--- src/hw/rtl/afc_pkg.sv ---
// Shared types and constants for the six-plane box culling block.
// No dependencies; used by afc_cell and aabb_frustum_cull_test.
package afc_pkg;

    // Field widths of the box transaction
    localparam int unsigned COORD_W     = 16;
    localparam int unsigned HALF_W      = COORD_W - 1;

    // Plane register layout: four signed coefficients a, b, c, d (a lowest)
    localparam int unsigned COEF_W      = 16;
    localparam int unsigned PLANE_W     = 4 * COEF_W;
    localparam int unsigned PLANE_COUNT = 6;
    localparam int unsigned CFG_IDX_W   = 3;

    // Arithmetic widths inside a cell
    localparam int unsigned PROD_W      = COORD_W + COEF_W;      // centre times coefficient
    localparam int unsigned RAD_W       = HALF_W + COEF_W;       // half-extent times |coefficient|
    localparam int unsigned SUM_W       = PROD_W + 3;            // M +/- N without overflow

    // Coefficient slots in a plane register
    localparam int unsigned COEF_A      = 0;
    localparam int unsigned COEF_B      = 1;
    localparam int unsigned COEF_C      = 2;
    localparam int unsigned COEF_D      = 3;

    typedef struct packed {
        logic signed [COORD_W-1:0] centre_x;
        logic signed [COORD_W-1:0] centre_y;
        logic signed [COORD_W-1:0] centre_z;
        logic        [HALF_W-1:0]  half_x;
        logic        [HALF_W-1:0]  half_y;
        logic        [HALF_W-1:0]  half_z;
    } box_t;

    typedef struct packed {
        logic                   in_view;
        logic [PLANE_COUNT-1:0] straddle_mask;
    } result_t;

    // What one cell hands to the next
    typedef struct packed {
        logic                   valid;
        logic                   visible;
        logic [PLANE_COUNT-1:0] mask;
        box_t                   box;
    } chain_t;

endpackage

--- src/hw/rtl/afc_cell.sv ---
// One plane cell of the culling chain: holds one plane register and tests a box against it.
// Depends on afc_pkg.
module afc_cell #(
    parameter int unsigned PLANE_IDX = 0
) (
    input  logic                           aclk,
    input  logic                           aresetn,
    input  logic                           advance,
    input  logic                           cfg_we,
    input  logic [afc_pkg::CFG_IDX_W-1:0]  cfg_index,
    input  logic [afc_pkg::PLANE_W-1:0]    cfg_data,
    input  afc_pkg::chain_t                chain_in,
    output afc_pkg::chain_t                chain_out
);
    import afc_pkg::*;

    localparam logic [CFG_IDX_W-1:0]   MY_INDEX = CFG_IDX_W'(PLANE_IDX);
    localparam logic [PLANE_COUNT-1:0] MY_BIT   = PLANE_COUNT'(1) << PLANE_IDX;

    logic [PLANE_W-1:0] plane_reg;

    logic signed [COEF_W-1:0] coef_a;
    logic signed [COEF_W-1:0] coef_b;
    logic signed [COEF_W-1:0] coef_c;
    logic signed [COEF_W-1:0] coef_d;
    logic        [COEF_W-1:0] mag_a;
    logic        [COEF_W-1:0] mag_b;
    logic        [COEF_W-1:0] mag_c;

    // Stage one: products
    logic                     valid1_reg;
    logic                     visible1_reg;
    logic [PLANE_COUNT-1:0]   mask1_reg;
    box_t                     box1_reg;
    logic signed [PROD_W-1:0] prod_x_reg, prod_x_next;
    logic signed [PROD_W-1:0] prod_y_reg, prod_y_next;
    logic signed [PROD_W-1:0] prod_z_reg, prod_z_next;
    logic        [RAD_W-1:0]  rad_x_reg, rad_x_next;
    logic        [RAD_W-1:0]  rad_y_reg, rad_y_next;
    logic        [RAD_W-1:0]  rad_z_reg, rad_z_next;
    logic signed [COEF_W-1:0] offset_reg;

    // Stage two: sums and sign tests
    logic signed [SUM_W-1:0]  m_sum;
    logic        [SUM_W-1:0]  n_sum;
    logic signed [SUM_W-1:0]  far_sum;
    logic signed [SUM_W-1:0]  near_sum;
    logic                     reject;
    logic                     straddle;

    logic                     valid2_reg;
    logic                     visible2_reg, visible2_next;
    logic [PLANE_COUNT-1:0]   mask2_reg, mask2_next;
    box_t                     box2_reg;

    // Hold this cell's plane; writes to other indexes are ignored
    always_ff @(posedge aclk) begin
        if (!aresetn) begin
            plane_reg <= '0;
        end else if (cfg_we && (cfg_index == MY_INDEX)) begin
            plane_reg <= cfg_data;
        end
    end

    // Unpack coefficients and their magnitudes
    always_comb begin
        coef_a = plane_reg[COEF_A*COEF_W +: COEF_W];
        coef_b = plane_reg[COEF_B*COEF_W +: COEF_W];
        coef_c = plane_reg[COEF_C*COEF_W +: COEF_W];
        coef_d = plane_reg[COEF_D*COEF_W +: COEF_W];
        mag_a  = coef_a[COEF_W-1] ? (~coef_a + 1'b1) : coef_a;
        mag_b  = coef_b[COEF_W-1] ? (~coef_b + 1'b1) : coef_b;
        mag_c  = coef_c[COEF_W-1] ? (~coef_c + 1'b1) : coef_c;
    end

    // Form the centre products and the projected radius terms
    always_comb begin
        prod_x_next = PROD_W'(coef_a) * PROD_W'($signed(chain_in.box.centre_x));
        prod_y_next = PROD_W'(coef_b) * PROD_W'($signed(chain_in.box.centre_y));
        prod_z_next = PROD_W'(coef_c) * PROD_W'($signed(chain_in.box.centre_z));
        rad_x_next  = RAD_W'(chain_in.box.half_x) * RAD_W'(mag_a);
        rad_y_next  = RAD_W'(chain_in.box.half_y) * RAD_W'(mag_b);
        rad_z_next  = RAD_W'(chain_in.box.half_z) * RAD_W'(mag_c);
    end

    always_ff @(posedge aclk) begin
        if (!aresetn) begin
            valid1_reg <= 1'b0;
            valid2_reg <= 1'b0;
        end else if (advance) begin
            valid1_reg <= chain_in.valid;
            valid2_reg <= valid1_reg;
        end
    end

    always_ff @(posedge aclk) begin
        if (advance) begin
            visible1_reg <= chain_in.visible;
            mask1_reg    <= chain_in.mask;
            box1_reg     <= chain_in.box;
            prod_x_reg   <= prod_x_next;
            prod_y_reg   <= prod_y_next;
            prod_z_reg   <= prod_z_next;
            rad_x_reg    <= rad_x_next;
            rad_y_reg    <= rad_y_next;
            rad_z_reg    <= rad_z_next;
            offset_reg   <= coef_d;
        end
    end

    // Sum M and N, test M+N and M-N against zero
    always_comb begin
        m_sum    = SUM_W'(prod_x_reg) + SUM_W'(prod_y_reg) + SUM_W'(prod_z_reg)
                 + SUM_W'(offset_reg);
        n_sum    = SUM_W'(rad_x_reg) + SUM_W'(rad_y_reg) + SUM_W'(rad_z_reg);
        far_sum  = m_sum + signed'(n_sum);
        near_sum = m_sum - signed'(n_sum);
        reject   = far_sum[SUM_W-1];
        straddle = near_sum[SUM_W-1];
    end

    // Mark the box not visible at the first rejecting plane; later cells only pass that verdict on
    always_comb begin
        visible2_next = visible1_reg && !reject;
        mask2_next    = mask1_reg;
        if (visible1_reg && !reject && straddle) begin
            mask2_next = mask1_reg | MY_BIT;
        end
    end

    always_ff @(posedge aclk) begin
        if (advance) begin
            visible2_reg <= visible2_next;
            mask2_reg    <= mask2_next;
            box2_reg     <= box1_reg;
        end
    end

    assign chain_out.valid   = valid2_reg;
    assign chain_out.visible = visible2_reg;
    assign chain_out.mask    = mask2_reg;
    assign chain_out.box     = box2_reg;

endmodule

--- config.mk ---
export PLATFORM = sky130hd
export DESIGN_NAME = afc_cell
export DESIGN_NICKNAME = d
export VERILOG_FILES = /design/src/hw/rtl/afc_pkg.sv /design/src/hw/rtl/afc_cell.sv
export SDC_FILE = /design/constraint.sdc
export NUM_CORES = 2
export LEC_CHECK = 0
export ABC_AREA = 1
export BUFFER_PORTS_ARGS = -buffer_cell sky130_fd_sc_hd__clkbuf_2
export CAP_MARGIN = 20
export CORE_ASPECT_RATIO = 0.5
export CORE_MARGIN = 2
export CORE_UTILIZATION = 39
export CTS_BUF_LIST = sky130_fd_sc_hd__clkbuf_16
export CTS_CLUSTER_DIAMETER = 100
export DETAILED_ROUTE_END_ITERATION = 12
export PLACE_DENSITY = 0.59
export SYNTH_ARGS = -nofsm -noshare
export SYNTH_HDL_FRONTEND = slang
export SYNTH_SLANG_ARGS = --single-unit
--- constraint.sdc ---
create_clock -name aclk -period 9.59 [get_ports aclk]
set_clock_uncertainty 0.1 [all_clocks]
set_input_delay 1.918 -clock aclk [delete_from_list [all_inputs] [get_ports aclk]]
set_output_delay 1.918 -clock aclk [all_outputs]
set_load 0.01 [all_outputs]
==> flow_summary.toml <==
[finish]
finalNetCount = 10918
antenna_cells = 0
areaGrowthSynthToFinish_pct = 7.40
layout-drive-gt1-share_pct = 6.40
multiInputGateArea_sq_um = 52700
fill_cells = 19328
final-seq-area_sq_um = 13500

[clock_tree]
clk_pin_slew_ps = 70
hold_buffers = 0
cts_tree = "yes"
post-cts-setup-buffers = 0
clockRootBuffer = "clkbuf_16"
htree_levels = 2
cts.sinks = 471
clock_latency_ps = 690
cts.path.max_buffers = 3
cts_made_buffers = 51
post_cts_resized = 0

[floorplanning]
fp.dieW_um = 629
start_util_pct = 39.3
dieArea_sq_um = 199000
rows = 114
core_area_sq_um = 194000
pin_count = 273
fp.dieH_um = 316

[global_route]
grt_overflow = 0
antenna_found_initial = 6
grt_pass1_vias = 56842
grt_usage_pct = 20.6
grt_max_degree = 150
grt_first_pass_wirelength_um = 319000

[drt]
top_layer_used = "met5"
ant_nets = 0
wl_met2_um = 91600
dr.pass1.iters = 5
wl_per_cell_um = 17.7
routedLengthMet1_um = 90400
avgViaCountPerCell = 4.84
drtIter0Drc = 4439
dr_wl_met3_um = 14300
vias = 54755
drt-total-wl_um = 200000
drc = 0

[timing]
finalCriticalPeriod_ps = 8130
slew_viol_final = 0
holdWs_ps = 315
clock.fmax_mhz = 123
setup_viol = 0
tns_ps = 0
rsz0062_at_grt = "false"
worstMarginPinSlew_ps = 1140
max-slew-margin-rel_pct = 23.6
hold_viol_final = 0
post-route-period-util_pct = 84.7
finalWorstSetupSlack_ps = 1460

[critical_path]
crit_type = "flip-flop to flip-flop"
crit_top_cell = "inv_1"
crit_start = "plane_reg[1]"
arrival_ps = 8470
r2r-start = "plane_reg[1]"
slowest_stage = "dfxtp_1"
critPathMaxStageDelay_ps = 860
cp-end-kind = "flip-flop"
critPathRequiredTime_ps = 9940
crit_path_start_kind = "flip-flop"
cp_max_fo = 19

[power]
total_leakage_power_nw = 42.8
power_density_nw_per_um2 = 235
vdd_drop_max_mv = 0.500

[placed_design]
portBuffers = 272
gp_congestion = 0.927
place_ws_ps = 1310
dp_hpwl_um = 167000

[yosys]
synth_cell_type_count = 72
synthFlopType = "edfxtp_1"
yosys_warnings = 0
async_flop_share_pct = 0
post_synth_inst_count = 8548
synth_seq_area_share_pct = 17.7
synth_edf_count = 405
synth_seq_cells = 471
syn_nets = 10811
synthesis.area_sq_um = 76200
syn_avg_cell_area_sq_um = 8.91

[run]
maxCapViolations = 0

[min_path]
min_from = "box1_reg[92]"
worst_hold_path_type = "flip-flop to flip-flop"

[status]
status = "complete, no violations"
## path summary, 6_finish.rpt
check                  endpoint  slack [ps]  cells after the start
setup reg to reg  rad_x_reg[25]        1460                     31
hold reg to reg   chain_out[92]         320                      0
setup / recovery  rad_x_reg[25]        1460                     31
hold / removal    chain_out[92]         320                      0
## critical path: cells and delay by family, from the launching register on
family	cells	cell delay, ps
compound gates	6	1140
xor+xnor	2	640
fa+ha+maj	8	3390
buf+inv	9	1100
flops	1	860
simple gates	6	670
## cells in the mapped netlist, types with 9 or more instances
cell | count | area, sq um
a21o_1 | 13 | 97.6
a21oi_1 | 288 | 1440
a21oi_2 | 23 | 201
a31oi_1 | 30 | 188
buf_1 | 22 | 82.6
clkbuf_1 | 234 | 878
clkinv_1 | 30 | 113
dfxtp_1 | 66 | 1320
edfxtp_1 | 405 | 12200
fa_1 | 1423 | 28500
ha_1 | 668 | 8360
inv_1 | 2319 | 8700
inv_2 | 20 | 75.1
nand2_1 | 1536 | 5770
nand2_2 | 23 | 144
nand3_1 | 96 | 480
nand4_1 | 23 | 144
nor2_1 | 645 | 2420
nor2_2 | 10 | 62.6
nor3_1 | 30 | 150
nor3_2 | 11 | 110
nor4_1 | 12 | 75.1
o211ai_1 | 13 | 97.6
o21a_1 | 16 | 120
o21ai_0 | 182 | 911
o21ai_1 | 17 | 85.1
o21ai_2 | 17 | 149
o21bai_1 | 13 | 97.6
or2_2 | 9 | 56.3
xnor2_1 | 86 | 753
xor2_1 | 170 | 1490
## cell families after synthesis
| family | count (synthesis) | synth area share [%] |
|---|---|---|
| fa+ha+maj | 2091 | 48.4 |
| xor+xnor | 256 | 2.94 |
| flops | 471 | 17.7 |
| buf+inv | 2640 | 13.1 |
| compound gates | 666 | 5.18 |
| simple gates | 2424 | 12.7 |
## power breakdown
group | internal, W | total, W | switching, W | leakage, nW
clock | 0.00102 | 0.00198 | 0.000953 | 0.829
combinational | 0.00494 | 0.0143 | 0.00933 | 37.4
sequential | 0.00271 | 0.00299 | 0.000281 | 4.57
total | 0.00867 | 0.0192 | 0.0106 | 42.8
## cell usage in the layout, fill, tap and decap left out, drive strengths merged, types with 3 or more instances in the layout
cell	n
a221oi	4
fa	1423
a21o	14
inv	2358
edfxtp	405
nand2	1562
a21oi	313
o21ai	218
nor3	43
ha	668
o221ai	4
a21boi	9
nand4	23
a31oi	30
nor2	656
xnor2	86
dfxtp	66
o211ai	15
clkinv	52
or2	13
nand3b	8
xor2	170
buf	53
clkinvlp	3
nor4	15
a211oi	7
o211a	3
clkbuf	324
nand3	99
o311ai	3
o21bai	20
o21a	16
## cell type report
class,instances,area share [%]
clock buffers,53,1.62
clock inverters,43,0.358
inverters,2370,10.9
multi-input cells,5437,64.5
flip-flops and latches,471,16.5
well taps,2610,3.99
repair buffers,324,2.21
## per-stage QoR
step / instances / instance area, sq um / total power, W / util [%]
5_1_grt: 11308 / 81800 / 0.0212 / 42.2
2_1_floorplan: 8548 / 76200 / 0.0128 / -
6_report: 11308 / 81800 / 0.0192 / 42.2
3_5_place_dp: 11211 / 80200 / 0.0170 / 41.4
4_1_cts: 11307 / 81800 / 0.0191 / 42.2
3_3_place_gp: 11211 / 80200 / 0.0169 / 41.4
## per-layer routing
| layer | track usage [%] | vias to the layer above |
|---|---|---|
| met5 | 0 | - |
| met1 | 29.1 | 27677 |
| li1 | - | 25402 |
| met3 | 3.60 | 208 |
| met2 | 33.5 | 1466 |
| met4 | 4.29 | 2 |
No activity file was read; power rests on OpenSTA's default activity.
